<file path="config.mk">
export PLATFORM = sky130hd
export DESIGN_NAME = connection_slot_table
export DESIGN_NICKNAME = d
export VERILOG_FILES = /design/src/rtl/cst_pkg.sv /design/src/rtl/cst_ctrl.sv /design/src/rtl/cst_datapath.sv /design/src/rtl/connection_slot_table.sv
export VERILOG_INCLUDE_DIRS = /design/src /design/src/rtl
export SDC_FILE = /design/constraint.sdc
export NUM_CORES = 1
export LEC_CHECK = 0
export BUFFER_PORTS_ARGS = -buffer_cell sky130_fd_sc_hd__clkbuf_2
export CORE_MARGIN = 5
export CORE_UTILIZATION = 45
export CTS_BUF_LIST = sky130_fd_sc_hd__clkbuf_8
export DETAILED_ROUTE_END_ITERATION = 16
export PLACE_DENSITY = 0.7
export REMOVE_ABC_BUFFERS = 1
export SYNTH_ARGS = -nofsm -noshare
export SYNTH_HDL_FRONTEND = slang
export SYNTH_SLANG_ARGS = --single-unit
</file>
<file path="constraint.sdc">
create_clock -name clk -period 16 [get_ports clk]
set_input_delay 2.4 -clock clk [delete_from_list [all_inputs] [get_ports clk]]
set_output_delay 2.4 -clock clk [all_outputs]
set_load 0.05 [all_outputs]
</file>
<file path="src/rtl/connection_slot_table_macros.svh">
// ----------------------------------------------------------------------------
// connection_slot_table_macros.svh
// Assertion macros for the connection slot table. They expand to concurrent
// assertions on clk with arst_n as the disable, or to nothing for synthesis.
// ----------------------------------------------------------------------------
`ifndef CONNECTION_SLOT_TABLE_MACROS_SVH
`define CONNECTION_SLOT_TABLE_MACROS_SVH

`ifndef SYNTHESIS

// Check a condition in the same cycle as its trigger.
`define CST_ASSERT_IMP(label, ante, cons) \
	label: assert property (@(posedge clk) disable iff (!arst_n) (ante) |-> (cons)) \
		else $error("connection_slot_table: same-cycle check failed");

// Check a condition in the cycle after its trigger.
`define CST_ASSERT_NEXT(label, ante, cons) \
	label: assert property (@(posedge clk) disable iff (!arst_n) (ante) |=> (cons)) \
		else $error("connection_slot_table: next-cycle check failed");

`else

`define CST_ASSERT_IMP(label, ante, cons)
`define CST_ASSERT_NEXT(label, ante, cons)

`endif

`endif

</file>
<file path="src/rtl/cst_pkg.sv">
// ----------------------------------------------------------------------------
// cst_pkg
// Shared types, operation codes and the controller/datapath command and
// status structs of the connection slot table.
// ----------------------------------------------------------------------------
package cst_pkg;

	localparam int SLOT_COUNT_DEF = 8;

	typedef logic [1:0]  mode_t;
	typedef logic [11:0] handle_t;
	typedef logic [7:0]  atype_t;
	typedef logic [47:0] addr_t;
	typedef logic [2:0]  slot_t;

	// Item operations
	localparam mode_t MODE_LOOKUP   = 2'd0;
	localparam mode_t MODE_ALLOCATE = 2'd1;
	localparam mode_t MODE_FREE     = 2'd2;
	localparam mode_t MODE_COMPACT  = 2'd3;

	// Result staging operations
	typedef logic [2:0] res_op_t;
	localparam res_op_t RES_NONE  = 3'd0;
	localparam res_op_t RES_MISS  = 3'd1;
	localparam res_op_t RES_SLOT  = 3'd2;
	localparam res_op_t RES_FOUND = 3'd3;
	localparam res_op_t RES_DONE  = 3'd4;

	// Valid flag operations
	typedef logic [1:0] val_op_t;
	localparam val_op_t VAL_NONE    = 2'd0;
	localparam val_op_t VAL_SET_IDX = 2'd1;
	localparam val_op_t VAL_CLR_IDX = 2'd2;
	localparam val_op_t VAL_MOVE    = 2'd3;

	// Entry memory write operations
	typedef logic [1:0] wr_op_t;
	localparam wr_op_t WR_NONE = 2'd0;
	localparam wr_op_t WR_ITEM = 2'd1;
	localparam wr_op_t WR_MOVE = 2'd2;

	typedef struct packed {
		handle_t handle;
		atype_t  atype;
		addr_t   addr;
	} entry_t;

	typedef struct packed {
		logic    load;
		logic    rd_en;
		logic    idx_inc;
		logic    wp_inc;
		val_op_t val_op;
		wr_op_t  wr_op;
		res_op_t res_op;
		logic    publish;
	} cst_cmd_t;

	typedef struct packed {
		mode_t mode;
		logic  handle_zero;
		logic  cur_valid;
		logic  hit;
		logic  last;
		logic  wp_eq_idx;
	} cst_sts_t;

endpackage

</file>
<file path="src/rtl/cst_ctrl.sv">
// ----------------------------------------------------------------------------
// cst_ctrl
// Operation sequencer: walks the slot index, orders memory reads and writes,
// stages the result and owns both handshakes.
// ----------------------------------------------------------------------------
module cst_ctrl (
	input  logic              clk,
	input  logic              arst_n,
	input  logic              in_valid,
	output logic              in_stall,
	output logic              out_valid,
	input  logic              out_stall,
	input  cst_pkg::cst_sts_t sts,
	output cst_pkg::cst_cmd_t cmd
);

	localparam logic [2:0] ST_IDLE     = 3'd0;
	localparam logic [2:0] ST_DISPATCH = 3'd1;
	localparam logic [2:0] ST_READ     = 3'd2;
	localparam logic [2:0] ST_CHECK    = 3'd3;
	localparam logic [2:0] ST_ALLOC    = 3'd4;
	localparam logic [2:0] ST_CSCAN    = 3'd5;
	localparam logic [2:0] ST_CMOVE    = 3'd6;
	localparam logic [2:0] ST_FINISH   = 3'd7;

	logic [2:0] state_q;
	logic [2:0] state_d;
	logic       out_valid_q;

	assign in_stall  = (state_q != ST_IDLE);
	assign out_valid = out_valid_q;

	always_comb begin
		cmd     = '0;
		state_d = state_q;
		unique case (state_q)
			ST_IDLE: begin
				if (in_valid) begin
					cmd.load = 1'b1;
					state_d  = ST_DISPATCH;
				end
			end
			ST_DISPATCH: begin
				unique case (sts.mode)
					cst_pkg::MODE_LOOKUP: state_d = ST_READ;
					cst_pkg::MODE_ALLOCATE: state_d = ST_ALLOC;
					cst_pkg::MODE_FREE: begin
						if (sts.handle_zero) begin
							cmd.res_op = cst_pkg::RES_MISS;
							state_d    = ST_FINISH;
						end else begin
							state_d = ST_READ;
						end
					end
					cst_pkg::MODE_COMPACT: state_d = ST_CSCAN;
					default: state_d = ST_IDLE;
				endcase
			end
			ST_READ: begin
				cmd.rd_en = 1'b1;
				state_d   = ST_CHECK;
			end
			ST_CHECK: begin
				if (sts.hit) begin
					if (sts.mode == cst_pkg::MODE_LOOKUP) begin
						cmd.res_op = cst_pkg::RES_FOUND;
					end else begin
						cmd.res_op = cst_pkg::RES_SLOT;
						cmd.val_op = cst_pkg::VAL_CLR_IDX;
					end
					state_d = ST_FINISH;
				end else if (sts.last) begin
					cmd.res_op = cst_pkg::RES_MISS;
					state_d    = ST_FINISH;
				end else begin
					cmd.idx_inc = 1'b1;
					state_d     = ST_READ;
				end
			end
			ST_ALLOC: begin
				if (!sts.cur_valid) begin
					cmd.wr_op  = cst_pkg::WR_ITEM;
					cmd.val_op = cst_pkg::VAL_SET_IDX;
					cmd.res_op = cst_pkg::RES_SLOT;
					state_d    = ST_FINISH;
				end else if (sts.last) begin
					cmd.res_op = cst_pkg::RES_MISS;
					state_d    = ST_FINISH;
				end else begin
					cmd.idx_inc = 1'b1;
				end
			end
			ST_CSCAN: begin
				if (sts.cur_valid && !sts.wp_eq_idx) begin
					cmd.rd_en = 1'b1;
					state_d   = ST_CMOVE;
				end else begin
					cmd.wp_inc = sts.cur_valid;
					if (sts.last) begin
						cmd.res_op = cst_pkg::RES_DONE;
						state_d    = ST_FINISH;
					end else begin
						cmd.idx_inc = 1'b1;
					end
				end
			end
			ST_CMOVE: begin
				cmd.wr_op  = cst_pkg::WR_MOVE;
				cmd.val_op = cst_pkg::VAL_MOVE;
				cmd.wp_inc = 1'b1;
				if (sts.last) begin
					cmd.res_op = cst_pkg::RES_DONE;
					state_d    = ST_FINISH;
				end else begin
					cmd.idx_inc = 1'b1;
					state_d     = ST_CSCAN;
				end
			end
			ST_FINISH: begin
				if (!out_valid_q || !out_stall) begin
					cmd.publish = 1'b1;
					state_d     = ST_IDLE;
				end
			end
			default: state_d = ST_IDLE;
		endcase
	end

	always_ff @(posedge clk or negedge arst_n) begin
		if (!arst_n) begin
			state_q     <= ST_IDLE;
			out_valid_q <= 1'b0;
		end else begin
			state_q <= state_d;
			if (cmd.publish) begin
				out_valid_q <= 1'b1;
			end else if (!out_stall) begin
				out_valid_q <= 1'b0;
			end
		end
	end

endmodule

</file>
<file path="src/rtl/cst_datapath.sv">
// ----------------------------------------------------------------------------
// cst_datapath
// Slot storage and scan datapath: valid flags, entry memory with registered
// read, scan and write pointers, item registers, result and output registers.
// ----------------------------------------------------------------------------
module cst_datapath #(
	parameter int SLOT_COUNT = cst_pkg::SLOT_COUNT_DEF
) (
	input  logic               clk,
	input  logic               arst_n,
	input  cst_pkg::cst_cmd_t  cmd,
	output cst_pkg::cst_sts_t  sts,
	input  cst_pkg::mode_t     mode,
	input  cst_pkg::handle_t   conn_handle,
	input  cst_pkg::atype_t    peer_addr_type,
	input  cst_pkg::addr_t     peer_addr,
	output logic               ok,
	output cst_pkg::slot_t     slot,
	output cst_pkg::atype_t    found_addr_type,
	output cst_pkg::addr_t     found_addr
);

	localparam int IDX_W = $clog2(SLOT_COUNT);

	cst_pkg::mode_t   mode_q;
	cst_pkg::handle_t handle_q;
	cst_pkg::atype_t  atype_q;
	cst_pkg::addr_t   addr_q;

	logic [IDX_W-1:0]      idx_q;
	logic [IDX_W-1:0]      wp_q;
	logic [SLOT_COUNT-1:0] valid_q;

	cst_pkg::entry_t mem_q [SLOT_COUNT];
	cst_pkg::entry_t rd_data_s1;

	logic             res_ok_q;
	cst_pkg::slot_t   res_slot_q;
	cst_pkg::atype_t  res_atype_q;
	cst_pkg::addr_t   res_addr_q;

	logic             ok_q;
	cst_pkg::slot_t   slot_q;
	cst_pkg::atype_t  found_atype_q;
	cst_pkg::addr_t   found_addr_q;

	assign sts.mode        = mode_q;
	assign sts.handle_zero = (handle_q == '0);
	assign sts.cur_valid   = valid_q[idx_q];
	assign sts.hit         = valid_q[idx_q] && (rd_data_s1.handle == handle_q);
	assign sts.last        = (idx_q == IDX_W'(SLOT_COUNT - 1));
	assign sts.wp_eq_idx   = (wp_q == idx_q);

	assign ok              = ok_q;
	assign slot            = slot_q;
	assign found_addr_type = found_atype_q;
	assign found_addr      = found_addr_q;

	// Pointers and valid flags
	always_ff @(posedge clk or negedge arst_n) begin
		if (!arst_n) begin
			idx_q   <= '0;
			wp_q    <= '0;
			valid_q <= '0;
		end else begin
			if (cmd.load) begin
				idx_q <= '0;
				wp_q  <= '0;
			end else begin
				if (cmd.idx_inc) begin
					idx_q <= idx_q + 1'b1;
				end
				if (cmd.wp_inc) begin
					wp_q <= wp_q + 1'b1;
				end
			end
			case (cmd.val_op)
				cst_pkg::VAL_SET_IDX: valid_q[idx_q] <= 1'b1;
				cst_pkg::VAL_CLR_IDX: valid_q[idx_q] <= 1'b0;
				cst_pkg::VAL_MOVE: begin
					valid_q[wp_q]  <= 1'b1;
					valid_q[idx_q] <= 1'b0;
				end
				default: ;
			endcase
		end
	end

	// Entry memory: one write and one registered read per cycle
	always_ff @(posedge clk) begin
		case (cmd.wr_op)
			cst_pkg::WR_ITEM: mem_q[idx_q] <= '{handle: handle_q, atype: atype_q, addr: addr_q};
			cst_pkg::WR_MOVE: mem_q[wp_q] <= rd_data_s1;
			default: ;
		endcase
		if (cmd.rd_en) begin
			rd_data_s1 <= mem_q[idx_q];
		end
	end

	// Item, result staging and output registers
	always_ff @(posedge clk) begin
		if (cmd.load) begin
			mode_q   <= mode;
			handle_q <= conn_handle;
			atype_q  <= peer_addr_type;
			addr_q   <= peer_addr;
		end
		case (cmd.res_op)
			cst_pkg::RES_MISS: begin
				res_ok_q    <= 1'b0;
				res_slot_q  <= '0;
				res_atype_q <= '0;
				res_addr_q  <= '0;
			end
			cst_pkg::RES_SLOT: begin
				res_ok_q    <= 1'b1;
				res_slot_q  <= cst_pkg::slot_t'(idx_q);
				res_atype_q <= '0;
				res_addr_q  <= '0;
			end
			cst_pkg::RES_FOUND: begin
				res_ok_q    <= 1'b1;
				res_slot_q  <= cst_pkg::slot_t'(idx_q);
				res_atype_q <= rd_data_s1.atype;
				res_addr_q  <= rd_data_s1.addr;
			end
			cst_pkg::RES_DONE: begin
				res_ok_q    <= 1'b1;
				res_slot_q  <= '0;
				res_atype_q <= '0;
				res_addr_q  <= '0;
			end
			default: ;
		endcase
		if (cmd.publish) begin
			ok_q          <= res_ok_q;
			slot_q        <= res_slot_q;
			found_atype_q <= res_atype_q;
			found_addr_q  <= res_addr_q;
		end
	end

endmodule

</file>
<file path="src/rtl/connection_slot_table.sv">
// ----------------------------------------------------------------------------
// connection_slot_table
// Table of SLOT_COUNT connection slots, each with a valid flag, a 12-bit
// connection handle, an 8-bit peer address type and a 48-bit peer address.
// Every accepted item runs one operation and returns exactly one result item:
// lookup reports the lowest valid slot with a matching handle and its
// address; allocate fills the lowest free slot (ok low when full); free
// releases the lowest slot holding the handle and refuses handle zero;
// compact moves the valid slots to the front in their original order.
// Slot numbers come out in three bits. Reset empties the table at once.
// The block works on one item at a time: it takes an item only while idle
// and walks the slots one by one. Lookup and free read each slot through the
// single read port of the entry memory and then check it; allocate tests
// each slot's valid flag; compact scans each slot and reads and moves each
// valid slot that is not yet in place. A free of handle zero skips the walk.
// A finished result waits in the output register while out_stall is high;
// the walk of the next item holds at its end until that register is free.
// ----------------------------------------------------------------------------
`include "connection_slot_table_macros.svh"

module connection_slot_table #(
	parameter int SLOT_COUNT = cst_pkg::SLOT_COUNT_DEF
) (
	input  logic             clk,
	input  logic             arst_n,

	// Item channel
	input  logic             in_valid,
	output logic             in_stall,
	input  cst_pkg::mode_t   mode,
	input  cst_pkg::handle_t conn_handle,
	input  cst_pkg::atype_t  peer_addr_type,
	input  cst_pkg::addr_t   peer_addr,

	// Result channel
	output logic             out_valid,
	input  logic             out_stall,
	output logic             ok,
	output cst_pkg::slot_t   slot,
	output cst_pkg::atype_t  found_addr_type,
	output cst_pkg::addr_t   found_addr
);

	cst_pkg::cst_cmd_t cmd;
	cst_pkg::cst_sts_t sts;

	// Sequencer: decode the operation, step the scan, hand off the result
	cst_ctrl u_ctrl (
		.clk       (clk),
		.arst_n    (arst_n),
		.in_valid  (in_valid),
		.in_stall  (in_stall),
		.out_valid (out_valid),
		.out_stall (out_stall),
		.sts       (sts),
		.cmd       (cmd)
	);

	// Storage and compare: valid flags, entry memory, pointers, result
	cst_datapath #(
		.SLOT_COUNT (SLOT_COUNT)
	) u_datapath (
		.clk             (clk),
		.arst_n          (arst_n),
		.cmd             (cmd),
		.sts             (sts),
		.mode            (mode),
		.conn_handle     (conn_handle),
		.peer_addr_type  (peer_addr_type),
		.peer_addr       (peer_addr),
		.ok              (ok),
		.slot            (slot),
		.found_addr_type (found_addr_type),
		.found_addr      (found_addr)
	);

	// The block goes busy right after it takes an item
	`CST_ASSERT_NEXT(a_busy_after_accept, in_valid && !in_stall, in_stall)

	// A failed operation reports slot zero and no address
	`CST_ASSERT_IMP(a_miss_clean, out_valid && !ok, {slot, found_addr_type, found_addr} == '0)

	// A compaction move never copies a slot onto itself
	`CST_ASSERT_IMP(a_move_distinct, cmd.wr_op == cst_pkg::WR_MOVE, !sts.wp_eq_idx)

	// A new result only lands in a free or draining output register
	`CST_ASSERT_IMP(a_publish_free, cmd.publish, !out_valid || !out_stall)

endmodule
</file>
==> metrics.md <==
| Metric | Value |
|---|---|
| ANT nets after route | `0` |
| Critical path type | `register to register` |
| Inserted Diodes | `0` |
| DRT iter0 DRCs | `about 1,600` |
| Standard-cell row count | `94` |
| Residual DRC | `0` |
| WP data arrival | `5500 ps` |
| Crit path max fanout | `48` |
| TritonCTS Sinks | `820` |
| Final #Nets | `between 1,500 and 2,000` |
| Hold Crit Class | `register to register` |
| Largest net degree at the start of global routing | `72` |
| Layout cells sized above 1 | `0.219` |
| R2R setup slack | `~11,000 ps` |
| Fin crit share | `0.324` |
| Top cells by area, synth | `edfxtp_1, a22oi_1, mux2_2, nand4_1, dfrtp_1` |
| Comb pwr share | `0.232` |
| Worst-Skew Late Latency | `approximately 730 ps` |
| Final instance area | `33,700 sq um` |
| Worst setup margin | `~11,000 ps` |
| Mapped Area | `about 30,000 sq um` |
| Vias | `approximately 16,000` |
| # port buffers | `between 100 and 150` |
| Placement Setup Slack | `~11,000 ps` |
| Max-cap violation count | `0` |
| DP HPWL | `around 34,000 um` |
| Worst VDD drop | `~0.15 mV` |
| Clock power frac | `0.254` |
| Final setup fails | `0` |
| Global-route wire length before repair | `between 100,000 and 150,000 um` |
| Post-DR vias/cell | `around 5.8` |
| Pint | `approximately 4.2 mW` |
| Final cell count without fillers | `between 2,000 and 3,000` |
| Starting Density | `0.453` |
| Syn_area_per_cell | `between 15 and 20 sq um` |
| Status | `completed` |
| Io pins | `136` |
| Root Driver | `clkbuf_8` |
| Unique masters post-synth | `45` |
| Core area | `approximately 66,000 sq um` |
| Max Fclk | `~190 MHz` |
| Htree depth | `3` |
| Seq/Total Area, Yosys | `0.824` |
| Endpoint class of the critical path | `register` |
| Worst-Margin Slew | `roughly 1200 ps` |
| Share of total power in sequential cells | `0.514` |
| Die Wd | `~270 um` |
| Syn. warnings | `0` |
| Reg2reg path depth | `9` |
| Overflow left after global routing | `0` |
| Hold buffers post-CTS | `0` |
| Critical Path RT | `between 15,000 and 20,000 ps` |
| Hold_ws | `~410 ps` |
| Placer Congestion | `between 0.8 and 0.9` |
| Vias in the first global route | `roughly 17,000` |
| RSZ-0062 raised after global routing | `false` |
| Total global routing track utilization | `0.184` |
| Area Overhead vs Synth | `13.3%` |
| Critical R2R Capture | `u_datapath.mem_q[0][0]` |
| Switching share of power | `0.316` |
| Core Util, Final | `0.513` |
| R2R Path Start | `u_datapath.idx_q[0]` |
| Wire length per cell | `24.2 um` |
| Die area | `roughly 70,000 sq um` |
| Asr flop ratio synth | `0.0220` |
| Pins Over Slew Limit | `0` |
| Routed wire length | `between 60,000 and 70,000 um` |
| Yosys top cell by area | `edfxtp_1` |
| Total negative setup slack | `0 ps` |
| Placed inst area | `between 30,000 and 40,000 sq um` |
| Hold Path Sink | `u_datapath.found_addr[13]` |
| NetSw | `a little under 2 mW` |
| DR pass1 iterations | `6` |
| Post-CTS setup buffer count | `0` |
| Die height | `267 um` |
| Leak | `around 11 nW` |
| Setup crit start kind | `register` |
| Commonest non-fill, non-tap cell in the layout | `edfxtp_1` |
| Total Power | `roughly 6.1 mW` |
| Placed cells | `~2,500` |
| CTS tree | `yes` |
| CTS clk-pin slew, worst paths | `about 60 ps` |
| Worst hold start | `u_datapath.res_addr_q[13]` |
| Synth Register Bits | `820` |
| Highest-count cells in the layout ignoring fill and taps | `edfxtp_1, a22oi_1, clkbuf_2` |
| Synth Flop Type | `edfxtp_1` |
| Gates resized, CTS repair | `0` |
| Post-Synthesis Cells | `about 1,600` |
| Initial antenna violation count | `0` |
| Post-synth EDFFs | `between 800 and 900` |
| Fin crit period | `5180 ps` |
| CTS Buf Count | `roughly 120` |
| P per Cell Area | `181 nW/um^2` |
| Final Hold Viols | `0` |
| Max Root-Sink Buffers | `3` |
| Setup Skew | `44.6 ps` |
| Post-synth top area share | `0.809` |
| Hold Path Cell Cnt | `0` |
| Max-slew headroom | `0.210` |
[power by group through the flow]
stage	Sequential, mW	Combinational (mW)	Clock (mW)
floorplan	3.25	0.854	0
global placement	3.17	1.39	0
detailed placement	3.19	1.43	0
CTS	3.15	1.44	1.59
global route	3.18	1.55	1.68
finish	3.15	1.42	1.55
[state kept, by name, summed over array words and instances (netlist names), 8 cells and up]
register                    flops
u_datapath.atype_q              8
u_datapath.res_atype_q          8
u_datapath.found_addr_type      8
u_datapath.found_addr          48
u_datapath.mem_q              544
u_datapath.handle_q            12
u_datapath.rd_data_s1          68
u_datapath.addr_q              48
u_datapath.res_addr_q          48
u_datapath.valid_q              8
[per-layer routing]
layer,GRT usage,share of wire,up-vias
met5,0,0,-
met4,0.0544,0.023,0
met3,0.0366,0.073,118
met2,0.310,0.50,707
met1,0.247,0.41,8062
li1,-,-,6972
[area by class of cell]
cell class / instances / area (sq um)
Clock buffer: 127 / 1750
Clock inverter: 84 / 463
Fill cell: 5197 / 32000
Inverter: 8 / 32.5
Multi-Input combinational cell: 689 / 5010
Sequential cell: 820 / 24500
Tap cell: 864 / 1080
Timing Repair Buffer: 162 / 878
[cell families (layout without fill, tap and decap cells)]
logic type | count (synthesis) | count (layout) | share of synthesized area
fa+ha+maj | 4 | 4 | 0.00168
buf+inv | 106 | 381 | 0.0145
compound gates | 321 | 321 | 0.0801
mux | 79 | 79 | 0.0295
flops | 820 | 820 | 0.824
xor+xnor | 16 | 16 | 0.00471
simple gates | 269 | 269 | 0.0458
[how the worst max path moves through the flow]
stage / start / to / slack [ps] / cells after the start
5_1_grt: u_datapath.idx_q[0] / u_datapath.mem_q[0][0] / 10620 / 9
2_1_floorplan: u_datapath.idx_q[0] / u_datapath.mem_q[7][0] / 7710 / 8
6_report: u_datapath.idx_q[0] / u_datapath.mem_q[0][0] / 10820 / 9
3_5_place_dp: u_datapath.idx_q[0] / u_datapath.mem_q[0][40] / 10770 / 9
4_1_cts: u_datapath.idx_q[0] / u_datapath.mem_q[0][36] / 10740 / 9
3_3_place_gp: u_datapath.idx_q[0] / u_datapath.mem_q[0][0] / 10890 / 9
[Yosys cell counts, types with 2 or more instances]
cell	n
edfxtp_1	802
a22oi_1	272
clkbuf_1	87
nand4_1	76
nor2_1	73
mux2_2	70
nand3_1	62
nand2_1	23
dfrtp_1	18
a31oi_1	13
xnor2_1	13
nor2_2	10
a21oi_1	9
a2bb2oi_1	9
mux2i_1	9
inv_1	7
nand2b_1	6
nor3_1	5
o21ai_0	5
buf_1	4
buf_6	4
ha_1	4
buf_2	3
nor2b_1	3
xor2_1	3
a211o_1	2
a211oi_1	2
and2_1	2
nor4_1	2
or3_1	2
[critical path, stage by stage, from the launching register on]
cell and delay, ps:
dfrtp_1 800, mux2i_1 160, o22a_1 260, and2_1 240
nand3_4 120, ha_4 430, buf_4 800, a21oi_1 320
nor2_4 870, buf_4 720
Power figures use the tool's default switching activity.
